## src/dsmsfd_pkg.sv

```systemverilog
// Shared types and constants for the serial frame decoder.
`timescale 1ns / 1ps

package dsmsfd_pkg;

    // Item opcodes.
    localparam logic OP_BYTE = 1'b0;
    localparam logic OP_READ = 1'b1;

    // Register indexes on the configuration port (taken from paddr bit 2).
    localparam logic REG_MODE = 1'b0;
    localparam logic REG_GAP  = 1'b1;

    // Configuration port address width.
    localparam int ADDR_W = 3;

    // Register reset values.
    localparam logic        MODE_RESET      = 1'b1;
    localparam logic [15:0] GAP_LIMIT_RESET = 16'd5000;

    // Output value constants.
    localparam logic [10:0] BASE_VALUE   = 11'd988;
    localparam logic [10:0] CENTER_VALUE = 11'd1500;
    localparam logic [10:0] OUT_MAX      = 11'd2047;

    // Channel count in the low resolution mode.
    localparam logic [4:0] LOW_RES_CHANNELS = 5'd7;

    // One input item.
    typedef struct packed {
        logic        opcode;
        logic [7:0]  rx_byte;
        logic [31:0] time_us;
        logic [3:0]  channel_index;
    } in_item_t;

    // One result item.
    typedef struct packed {
        logic [10:0] pulse_width_us;
        logic        frame_ready;
    } out_item_t;

    // Configuration register values.
    typedef struct packed {
        logic        high_resolution_mode;
        logic [15:0] gap_limit_us;
    } cfg_t;

    // Frame assembly status handed to the top level and the channel store.
    typedef struct packed {
        logic complete;
        logic data_seen;
        logic complete_after_byte;
    } frm_status_t;

endpackage

```

## src/dsmsfd_cfg_regs.sv

```systemverilog
// Configuration registers behind an APB-style port.
`timescale 1ns / 1ps

module dsmsfd_cfg_regs
    import dsmsfd_pkg::*;
(
    input  logic              clk,
    input  logic              rst_n,
    input  logic              psel,
    input  logic              penable,
    input  logic              pwrite,
    input  logic [ADDR_W-1:0] paddr,
    input  logic [31:0]       pwdata,
    output logic [31:0]       prdata,
    output logic              pready,
    output cfg_t              cfg
);

    logic        mode_reg;
    logic        mode_next;
    logic [15:0] gap_reg;
    logic [15:0] gap_next;
    logic        wr_en;

    assign pready = 1'b1;
    assign wr_en  = psel && penable && pwrite;

    // Register write decode; unused data bits are dropped.
    always_comb
    begin
        mode_next = mode_reg;
        gap_next  = gap_reg;
        if (wr_en)
        begin
            case (paddr[2])
                REG_MODE: mode_next = pwdata[0];
                REG_GAP:  gap_next  = pwdata[15:0];
                default:  mode_next = mode_reg;
            endcase
        end
    end

    always_ff @(posedge clk or negedge rst_n)
    begin
        if (!rst_n)
        begin
            mode_reg <= MODE_RESET;
            gap_reg  <= GAP_LIMIT_RESET;
        end
        else
        begin
            mode_reg <= mode_next;
            gap_reg  <= gap_next;
        end
    end

    // Read back.
    always_comb
    begin
        case (paddr[2])
            REG_MODE: prdata = {31'b0, mode_reg};
            REG_GAP:  prdata = {16'b0, gap_reg};
            default:  prdata = '0;
        endcase
    end

    assign cfg.high_resolution_mode = mode_reg;
    assign cfg.gap_limit_us         = gap_reg;

endmodule

```

## src/dsmsfd_frame_buf.sv

```systemverilog
// Frame assembly: byte position, gap restart, frame bytes and complete flag.
`timescale 1ns / 1ps

module dsmsfd_frame_buf
    import dsmsfd_pkg::*;
#(
    parameter int FRAME_LENGTH = 16
)
(
    input  logic                         clk,
    input  logic                         rst_n,
    input  logic                         byte_en,
    input  logic                         clear_complete,
    input  logic [7:0]                   rx_byte,
    input  logic [31:0]                  time_us,
    input  logic [15:0]                  gap_limit_us,
    output logic [FRAME_LENGTH-1:0][7:0] frame_bytes,
    output frm_status_t                  status
);

    localparam int POS_W = $clog2(FRAME_LENGTH);
    localparam logic [POS_W-1:0] LAST_POS = POS_W'(FRAME_LENGTH - 1);

    logic [FRAME_LENGTH-1:0][7:0] frame_reg;
    logic [POS_W-1:0]             pos_reg;
    logic [POS_W-1:0]             pos_next;
    logic [31:0]                  last_time_reg;
    logic [31:0]                  last_time_next;
    logic                         complete_reg;
    logic                         complete_next;
    logic                         seen_reg;
    logic                         seen_next;
    logic [31:0]                  gap;
    logic                         restart;
    logic [POS_W-1:0]             pos_eff;
    logic                         at_last;

    // Gap check wraps modulo 2^32 and restarts the frame when too long.
    assign gap     = time_us - last_time_reg;
    assign restart = gap > {16'b0, gap_limit_us};
    assign pos_eff = restart ? '0 : pos_reg;
    assign at_last = pos_eff == LAST_POS;

    // Next state for a byte item or a read that consumes the frame.
    always_comb
    begin
        pos_next       = pos_reg;
        last_time_next = last_time_reg;
        complete_next  = complete_reg;
        seen_next      = seen_reg;
        if (byte_en)
        begin
            seen_next      = 1'b1;
            last_time_next = time_us;
            if (at_last)
            begin
                pos_next      = pos_eff;
                complete_next = 1'b1;
            end
            else
            begin
                pos_next = pos_eff + POS_W'(1);
            end
        end
        else if (clear_complete)
        begin
            complete_next = 1'b0;
        end
    end

    always_ff @(posedge clk or negedge rst_n)
    begin
        if (!rst_n)
        begin
            pos_reg       <= '0;
            last_time_reg <= '0;
            complete_reg  <= 1'b0;
            seen_reg      <= 1'b0;
        end
        else
        begin
            pos_reg       <= pos_next;
            last_time_reg <= last_time_next;
            complete_reg  <= complete_next;
            seen_reg      <= seen_next;
        end
    end

    // Frame bytes are payload and carry no reset.
    always_ff @(posedge clk)
    begin
        if (byte_en)
        begin
            frame_reg[pos_eff] <= rx_byte;
        end
    end

    assign frame_bytes                = frame_reg;
    assign status.complete            = complete_reg;
    assign status.data_seen           = seen_reg;
    assign status.complete_after_byte = complete_reg || at_last;

    // The flag only rises from a byte written at the last position.
    a_complete_from_byte: assert property (@(posedge clk) disable iff (!rst_n)
        $rose(complete_reg) |-> $past(byte_en) && $past(at_last))
        else $error("complete flag rose without a last-position byte");

    // The position never leaves the frame.
    a_pos_in_frame: assert property (@(posedge clk) disable iff (!rst_n)
        pos_reg <= LAST_POS)
        else $error("frame position out of range");

endmodule

```

## src/dsmsfd_chan_store.sv

```systemverilog
// Channel store: decodes a complete frame and returns a channel's pulse width.
`timescale 1ns / 1ps

module dsmsfd_chan_store
    import dsmsfd_pkg::*;
#(
    parameter int FRAME_LENGTH = 16,
    parameter int MAX_CHANNELS = 8
)
(
    input  logic                         clk,
    input  logic                         rst_n,
    input  logic                         decode_en,
    input  logic                         high_resolution_mode,
    input  logic                         data_seen,
    input  logic [FRAME_LENGTH-1:0][7:0] frame_bytes,
    input  logic [3:0]                   channel_index,
    output logic [10:0]                  pulse_width_us
);

    localparam int NPAIRS = (FRAME_LENGTH - 2) / 2;
    localparam int CH_W   = $clog2(MAX_CHANNELS);

    logic [MAX_CHANNELS-1:0][10:0] chan_reg;
    logic [MAX_CHANNELS-1:0][10:0] chan_next;
    logic [NPAIRS-1:0][3:0]        pair_id;
    logic [NPAIRS-1:0][10:0]       pair_val;
    logic [NPAIRS-1:0]             pair_ok;
    logic [4:0]                    chan_count;
    logic                          in_range;
    logic [10:0]                   value;
    logic [11:0]                   sum;

    assign chan_count = high_resolution_mode ? 5'(MAX_CHANNELS) : LOW_RES_CHANNELS;

    // Split each byte pair into a channel id and a value.
    always_comb
    begin
        for (int p = 0; p < NPAIRS; p++)
        begin
            if (high_resolution_mode)
            begin
                pair_id[p]  = frame_bytes[2*p+2][6:3];
                pair_val[p] = {frame_bytes[2*p+2][2:0], frame_bytes[2*p+3]};
            end
            else
            begin
                pair_id[p]  = frame_bytes[2*p+2][5:2];
                pair_val[p] = {1'b0, frame_bytes[2*p+2][1:0], frame_bytes[2*p+3]};
            end
            pair_ok[p] = {1'b0, pair_id[p]} < chan_count;
        end
    end

    // Later pairs override earlier ones for the same channel.
    always_comb
    begin
        chan_next = chan_reg;
        if (decode_en)
        begin
            for (int c = 0; c < MAX_CHANNELS; c++)
            begin
                for (int p = 0; p < NPAIRS; p++)
                begin
                    if (pair_ok[p] && pair_id[p] == 4'(c))
                    begin
                        chan_next[c] = pair_val[p];
                    end
                end
            end
        end
    end

    always_ff @(posedge clk or negedge rst_n)
    begin
        if (!rst_n)
        begin
            chan_reg <= '0;
        end
        else
        begin
            chan_reg <= chan_next;
        end
    end

    // Read the freshly decoded value and scale it to microseconds.
    assign in_range = {1'b0, channel_index} < chan_count;
    assign value    = chan_next[channel_index[CH_W-1:0]];
    assign sum      = {1'b0, BASE_VALUE}
                    + (high_resolution_mode ? {2'b0, value[10:1]} : {1'b0, value});

    always_comb
    begin
        if (!in_range || !data_seen)
        begin
            pulse_width_us = CENTER_VALUE;
        end
        else if (sum > {1'b0, OUT_MAX})
        begin
            pulse_width_us = OUT_MAX;
        end
        else
        begin
            pulse_width_us = sum[10:0];
        end
    end

endmodule

```

## src/dsm_serial_frame_decoder.sv

```systemverilog
// Top level of the serial frame decoder: input stage, result register, submodules.
//
//   Channel  Direction  Handshake             Payload
//   in       input      in_valid / in_ready   in_item  (in_item_t)
//   out      output     out_valid / out_ready out_item (out_item_t)
//   cfg      input      APB psel/penable      paddr, pwdata, prdata
//
// An item is registered in the input register on acceptance, processed once the
// output can advance, and its result is registered in the result register; one
// item per cycle is sustained while the output is not stalled. All frame and
// channel work sits between these registers. Reset clears the position,
// timestamp, flags, the channel store and both valid bits. A stalled output holds
// the result while the input register still takes one more item.
`timescale 1ns / 1ps

module dsm_serial_frame_decoder
    import dsmsfd_pkg::*;
#(
    parameter int FRAME_LENGTH = 16,
    parameter int MAX_CHANNELS = 8
)
(
    input  logic              clk,
    input  logic              rst_n,
    input  logic              in_valid,
    output logic              in_ready,
    input  in_item_t          in_item,
    output logic              out_valid,
    input  logic              out_ready,
    output out_item_t         out_item,
    input  logic              psel,
    input  logic              penable,
    input  logic              pwrite,
    input  logic [ADDR_W-1:0] paddr,
    input  logic [31:0]       pwdata,
    output logic [31:0]       prdata,
    output logic              pready
);

    cfg_t                         cfg;
    frm_status_t                  status;
    logic [FRAME_LENGTH-1:0][7:0] frame_bytes;
    logic                         s1_valid_reg;
    logic                         s1_valid_next;
    in_item_t                     s1_item_reg;
    logic                         out_valid_reg;
    logic                         out_valid_next;
    out_item_t                    out_item_reg;
    out_item_t                    result;
    logic                         advance;
    logic                         fire;
    logic                         is_read;
    logic                         byte_en;
    logic                         decode_en;
    logic [10:0]                  read_value;

    // Handshake control for the two register stages.
    assign advance  = !out_valid_reg || out_ready;
    assign in_ready = !s1_valid_reg || advance;
    assign fire     = s1_valid_reg && advance;
    assign is_read  = s1_item_reg.opcode == OP_READ;
    assign byte_en  = fire && !is_read;
    assign decode_en = fire && is_read && status.complete;

    always_comb
    begin
        s1_valid_next = s1_valid_reg;
        if (in_valid && in_ready)
        begin
            s1_valid_next = 1'b1;
        end
        else if (fire)
        begin
            s1_valid_next = 1'b0;
        end
        out_valid_next = out_valid_reg;
        if (fire)
        begin
            out_valid_next = 1'b1;
        end
        else if (out_ready)
        begin
            out_valid_next = 1'b0;
        end
    end

    always_ff @(posedge clk or negedge rst_n)
    begin
        if (!rst_n)
        begin
            s1_valid_reg  <= 1'b0;
            out_valid_reg <= 1'b0;
        end
        else
        begin
            s1_valid_reg  <= s1_valid_next;
            out_valid_reg <= out_valid_next;
        end
    end

    // Payload registers.
    always_ff @(posedge clk)
    begin
        if (in_valid && in_ready)
        begin
            s1_item_reg <= in_item;
        end
        if (fire)
        begin
            out_item_reg <= result;
        end
    end

    dsmsfd_cfg_regs u_cfg (
        .clk     (clk),
        .rst_n   (rst_n),
        .psel    (psel),
        .penable (penable),
        .pwrite  (pwrite),
        .paddr   (paddr),
        .pwdata  (pwdata),
        .prdata  (prdata),
        .pready  (pready),
        .cfg     (cfg)
    );

    dsmsfd_frame_buf #(
        .FRAME_LENGTH (FRAME_LENGTH)
    ) u_frame (
        .clk            (clk),
        .rst_n          (rst_n),
        .byte_en        (byte_en),
        .clear_complete (decode_en),
        .rx_byte        (s1_item_reg.rx_byte),
        .time_us        (s1_item_reg.time_us),
        .gap_limit_us   (cfg.gap_limit_us),
        .frame_bytes    (frame_bytes),
        .status         (status)
    );

    dsmsfd_chan_store #(
        .FRAME_LENGTH (FRAME_LENGTH),
        .MAX_CHANNELS (MAX_CHANNELS)
    ) u_chan (
        .clk                  (clk),
        .rst_n                (rst_n),
        .decode_en            (decode_en),
        .high_resolution_mode (cfg.high_resolution_mode),
        .data_seen            (status.data_seen),
        .frame_bytes          (frame_bytes),
        .channel_index        (s1_item_reg.channel_index),
        .pulse_width_us       (read_value)
    );

    // A read always leaves the flag clear; a byte item reports the updated flag.
    assign result.pulse_width_us = is_read ? read_value : 11'd0;
    assign result.frame_ready    = is_read ? 1'b0 : status.complete_after_byte;

    assign out_valid = out_valid_reg;
    assign out_item  = out_item_reg;

    // A byte item yields a zero pulse width.
    a_byte_zero: assert property (@(posedge clk) disable iff (!rst_n)
        byte_en |=> out_item_reg.pulse_width_us == 11'd0)
        else $error("byte item produced a nonzero pulse width");

    // A read item always reports the flag clear.
    a_read_clears: assert property (@(posedge clk) disable iff (!rst_n)
        fire && is_read |=> !out_item_reg.frame_ready && !status.complete)
        else $error("read item left the complete flag set");

    // Input is only held off when both stages are full and the output stalls.
    a_stall_cause: assert property (@(posedge clk) disable iff (!rst_n)
        !in_ready |-> s1_valid_reg && out_valid_reg && !out_ready)
        else $error("input stalled without a full pipeline");

endmodule

```

## config.mk

```make
export PLATFORM = sky130hd
export DESIGN_NAME = dsm_serial_frame_decoder
export DESIGN_NICKNAME = d
export VERILOG_FILES = /design/src/dsmsfd_pkg.sv /design/src/dsmsfd_cfg_regs.sv /design/src/dsmsfd_frame_buf.sv /design/src/dsmsfd_chan_store.sv /design/src/dsm_serial_frame_decoder.sv
export SDC_FILE = /design/constraint.sdc
export NUM_CORES = 1
export LEC_CHECK = 0
export BUFFER_PORTS_ARGS = -buffer_cell sky130_fd_sc_hd__buf_4
export CAP_MARGIN = 20
export CORE_ASPECT_RATIO = 0.7
export CORE_MARGIN = 2
export CORE_UTILIZATION = 25
export CTS_CLUSTER_DIAMETER = 150
export DETAILED_ROUTE_END_ITERATION = 10
export PLACE_DENSITY_LB_ADDON = 0.12
export RECOVER_POWER = 100
export SYNTH_ARGS = -nofsm -noshare
export SYNTH_HDL_FRONTEND = slang
export SYNTH_SLANG_ARGS = --single-unit
```

## constraint.sdc

```tcl
create_clock -name clk -period 14.9 [get_ports clk]
set_input_delay 1.49 -clock clk [delete_from_list [all_inputs] [get_ports clk]]
set_output_delay 1.49 -clock clk [all_outputs]
set_load 0.01 [all_outputs]
```

# After elaboration in Yosys (flattened, before gate mapping)
# Index checks and enable logic that the tools add are counted.
[totals]
regBits = 330
latch_bits = 0
ramBits = 0
rom_bits = 0
input_bits = 87
output_inout_bits = 47
elab_cells = 285
memories = 0
[op_classes]
add_sub_neg = 3
n_mul = 0
n_div = 0
n_lt_le_gt_ge = 13
eq_ne = 51
shift = 0
muxes = 90
n_bitwise = 2
reduce_logical = 87
[op_table]
columns = ["operator", "n"]
rows = [
  ["$mux W11", 67],
  ["$bwmux W128", 1],
  ["$eq A4 B3 Y1 const B", 28],
  ["$mux W88", 1],
  ["$logic_and A1 B1 Y1", 64],
  ["$pmux W32 S2", 1],
  ["$eq A4 B2 Y1 const B", 14],
  ["$lt A4 B5 Y1", 8],
  ["$mux W4", 10],
  ["$bmux W11 S3", 1],
  ["$demux W8 S4", 1],
  ["$gt A32 B16 Y1", 1],
  ["$sub A32 B32 Y32", 1],
  ["$eq A4 B1 Y1 const B", 7],
  ["$logic_not A4 Y1", 7],
  ["$add A10 B12 Y12 const A", 1],
  ["$gt A12 B11 Y1 const B", 1],
  ["$mux W8", 1],
  ["$mux W1", 7],
  ["$reduce_and A2 Y1", 3],
  ["$reduce_bool A2 Y1", 3],
  ["$logic_not A1 Y1", 5],
  ["$lt A4 B5 Y1 const B", 1],
  ["$add A4 B1 Y4 const B", 1],
  ["other kinds (7)", 11],
]

# Longest topological paths before layout
[depth]
word_depth = 18
depth_mapped = 32

# Cells and area by module
# From an unflattened synthesis, not the netlist that was laid out.
[hier_totals]
cells_unflattened = 2745
hier_area_um2 = 24733.7
[by_module_without_submodules]
columns = ["module", "instances", "cells_per_inst", "area_each_um2"]
rows = [
  ["dsmsfd_chan_store", 1, 1925, 13957.1],
  ["dsmsfd_frame_buf", 1, 663, 7885.1],
  ["dsm_serial_frame_decoder", 1, 82, 1925.6],
  ["dsmsfd_cfg_regs", 1, 75, 965.9],
]

# Worst setup path before layout
# OpenSTA, ideal clock, no wires.
[synth_timing]
path_kind = "register -> register"
start = "register, netlist name s1_item_reg[4]"
end = "register u_frame.frame_reg (netlist bit u_frame.frame_bytes[56]), enable pin"
setup_ns = 0.395
arrival_time_ns = 5.996
required_ns = 14.505
setup_slack_ns = 8.509
path_stages_with_launch = 29
n_path_buf = 2
cell_sequence = "edfxtp_1 -> inv_1 -> ha_1 -> inv_1 -> fa_1 -> a21o_1 -> a21o_1 -> a21oi_1 -> o21ai_0 -> nor2b_1 -> a21o_1 -> a21oi_1 -> xnor2_1 -> ha_1 -> nand2_1 -> nor2_1 -> nand3_1 -> nor3_1 -> nor2_1 -> or4b_1 -> nor4_1 -> nand4_1 -> or4_1 -> clkbuf_1 -> buf_2 -> nor2_1 -> ha_1 -> inv_1 -> nor4_1"
[synth_rtl]
columns = ["item", "line_no", "source"]
rows = [
  ["end signal, assigned by index", "dsmsfd_frame_buf.sv:94", "frame_reg[pos_eff] <= rx_byte;"],
  ["end, declared", "dsmsfd_frame_buf.sv:24", "logic [FRAME_LENGTH-1:0][7:0] frame_reg;"],
]

==> results.md <==
* Status: finished, violations left
* Failing checks: max-capacitance violations, max-slew violations
* Vias in the first global route at 23,000
* Die area at 98,800 um^2
* Crit Path Max Fanout at 67
* Area growth from synthesis to layout at 12.2%
* Layout cells sized above 1 at 13.8%
* Layout Utilization at 28.2%
* Clk buf depth at 3
* CTS root buffer: clkbuf_16
* Flip-flop count of the largest register after layout at 105
* Final Cycle Share at 69.1%
* Vias at 24,800
* Post-Route WL at 142 mm
* Final-report max-slew violation count at 381
* Int Pwr at 1.95 mW
* Mapped Area at 24,100 um^2
* Synth warnings at 0
* H-tree Lvls at 2
* Avg Cell Area, Syn at 8.98 um^2
* Slowest CP cell: clkbuf_1
* CTS sink count at 307
* Yosys cell types at 147
* Max_cap viols at 10
* Number of instances in the placed design at 3,935
* Fin cells at 4,021
* R2R setup slack at 4610 ps
* Hold Path Depth at 1
* Crit-path cells: clkbuf_1, nand2_1, o21ai_0, ha_1, o21ai_0, a32oi_1, nor2_1, o31ai_1, a21oi_1, o311ai_0, o32ai_1, a2111oi_4, o31ai_1, a311oi_1, nor2b_1, a41oi_1
* CP max stage delay at 2210 ps
* Layout fillers at 10,200
* Seq/Total Area, Yosys at 35.3%
* GP Congestion at 0.991
* Vias per cell at 6.18
* Yosys reg bits at 307
* Final ANT Viol Nets at 0
* Total negative slack at 0 ps
* Flop pwr share at 34.4%
* Core footprint at 95,700 um^2
* Clock latency on the worst-skew pair at 630 ps
* Worst min path class: flip-flop to flip-flop
* Worst-Margin Slew at 4130 ps
* RSZ-0062 raised after global routing: no
* Hold Violations, Final at 0
* Die Height at 264 um
* Nets@finish at 2,870
* Worst Setup SP: u_cfg.mode_reg$_DFFE_PN1P_
* Combinational cell fraction of total power at 34.2%
* GRT Total Usage at 28.0%
* Async S/R FF share, synth at 47.2%
* IO Pins at 134
* Clk slew on worst S/H paths at 70 ps
* FF-to-FF Start: u_cfg.mode_reg$_DFFE_PN1P_
* Switch Pwr at 1.25 mW
* WHS at 466 ps
* Resized cells post-CTS at 0
* DR WL/cell at 35.4 um
* Tmin final at 10,290 ps
* First-pass GRT wire length at 194 mm
* CP required at 15,350 ps
* Cells after synthesis at 2,679
* Post-synth EDFFs at 162
* Pwr dens at 118 nW/um^2
* Clk pwr share at 31.4%
* Power Total at 3.19 mW
* Leakage at 9.75 nW
* Synth area leaders: edfxtp_1, dfrtp_1, nand2_1
* Clock buffer count from CTS at 41
* Setup Skew at 57.2 ps
* Die Span X at 375 um
* Worst hold start: u_frame.seen_reg$_DFFE_PN0P_
* Largest net degree at the start of global routing at 105
* Largest area contributor in the netlist: edfxtp_1
* CTS tree: done
* Max_slew headroom at -175%
* Setup-failing EPs final at 0
* Fmax at 97.1 MHz
* Worst EP arrival at 10,740 ps
* GRT overflow at 0
* CP Class: flip-flop to flip-flop
* Crit end category: flip-flop
* Synth Flop Type: edfxtp_1
* Maximum VDD drop at 79.3 uV
* Cts hold-fix bufs at 0
* Initial antenna violation count at 5
* DRC Markers at 0
* DR pass1 iterations at 6
* Synth top area share at 20.2%
* Switching Fraction at 39.1%
* I/O Buffers at 98
* Startpoint class of the critical path: flip-flop
* Num rows at 95
* 1st-iter DRT viols at 3,691
* Dpl hpwl at 108 mm
* Post-CTS Setup Bufs at 0
* Initial Utilization at 25.1%
* R2R cell count at 16
==> per-layer routing <==
metal / track usage [%] / wire [um] / vias to the layer above
met5: 0 / 46 / -
met4: 8.55 / 4690 / 2
met3: 10.5 / 18500 / 249
met2: 35.1 / 51700 / 1644
met1: 42.6 / 67400 / 12500
li1: - / - / 10400
==> placed cells by master, fill, tap and decap left out, types with 17 or more instances in the layout <==
master	n
nand2_1	240
nor2_1	222
o21ai_0	168
edfxtp_1	162
a21oi_1	147
dfrtp_1	139
buf_4	110
inv_1	106
nand3_1	85
nor3_1	74
a211oi_1	65
clkbuf_1	62
ha_1	60
a31oi_1	53
mux2i_1	52
a221oi_1	48
o211ai_1	41
clkbuf_16	41
clkbuf_4	38
a2111oi_0	32
a21o_1	29
mux2_2	29
o221ai_1	28
o21a_1	27
o31ai_1	27
a221o_1	27
o22ai_1	25
nor4_1	24
nor2b_1	23
nand2b_1	23
and2_1	22
and3_1	21
o2111ai_1	21
a211o_1	20
conb_1	17
==> cell type report <==
| type | instances | area, um^2 | share of cell area [%] |
|---|---|---|---|
| multi-input cells | 2060 | 13800 | 51.3 |
| flip-flops and latches | 307 | 8500 | 31.5 |
| well taps | 1261 | 1580 | 5.84 |
| repair buffers | 204 | 1360 | 5.04 |
| clock buffers | 51 | 1080 | 4.01 |
| inverters | 108 | 405 | 1.50 |
| clock inverters | 25 | 209 | 0.774 |
| diodes | 5 | 12.5 | 0.0463 |
==> through the flow <==
step | instance area (um^2) | setup WS [ps]
floorplan | 24100 | 8510
global placement | 26100 | 7230
detailed placement | 26100 | 7230
CTS | 27400 | 7160
global route | 27000 | 4140
finish | 27000 | 4610
==> critical path: cells and delay by family, from the launching register on <==
family / cells / cell delay (ps)
buf+inv: 1 / 2210
simple gates: 3 / 1350
compound gates: 11 / 5090
flops: 1 / 1100
fa+ha+maj: 1 / 290
==> Yosys cell counts, types with 48 or more instances <==
| master | number |
|---|---|
| nor3_1 | 75 |
| mux2i_1 | 52 |
| a211oi_1 | 65 |
| dfrtp_1 | 139 |
| ha_1 | 60 |
| nand3_1 | 85 |
| nor2_1 | 221 |
| edfxtp_1 | 162 |
| clkbuf_1 | 96 |
| o21ai_0 | 164 |
| inv_1 | 106 |
| nand2_1 | 239 |
| a31oi_1 | 54 |
| buf_2 | 48 |
| a21oi_1 | 147 |
==> logic make-up after synthesis <==
kind of cell | count (synthesis) | synth area share [%]
flops | 307 | 35.3
compound gates | 972 | 30.2
buf+inv | 327 | 7.03
mux | 85 | 3.79
xor+xnor | 20 | 0.728
other cells | 2 | 0.0312
simple gates | 905 | 19.7
fa+ha+maj | 61 | 3.20
==> power by group through the flow <==
stage | combinational, mW | sequential (mW) | clock [mW]
after floorplan | 0.750 | 1.07 | 0
after global placement | 1.07 | 1.11 | 0
after detailed placement | 1.08 | 1.11 | 0
after CTS | 1.09 | 1.09 | 1.03
after global routing | 1.18 | 1.11 | 1.06
final | 1.09 | 1.10 | 1.00
==> final timing paths <==
path | endpoint
max in group asynchronous | u_chan.chan_reg[14]$_DFF_PN0_
worst max-delay path | out_item[8]$_SDFFCE_PN0P_
worst min-delay path | u_frame.seen_reg$_DFFE_PN0P_
worst min register to register | u_frame.seen_reg$_DFFE_PN0P_
worst max register to register | out_item[8]$_SDFFCE_PN0P_
min in group asynchronous | u_frame.last_time_reg[24]$_DFFE_PN0P_
Note: power is estimated with default switching activity, not from simulation.
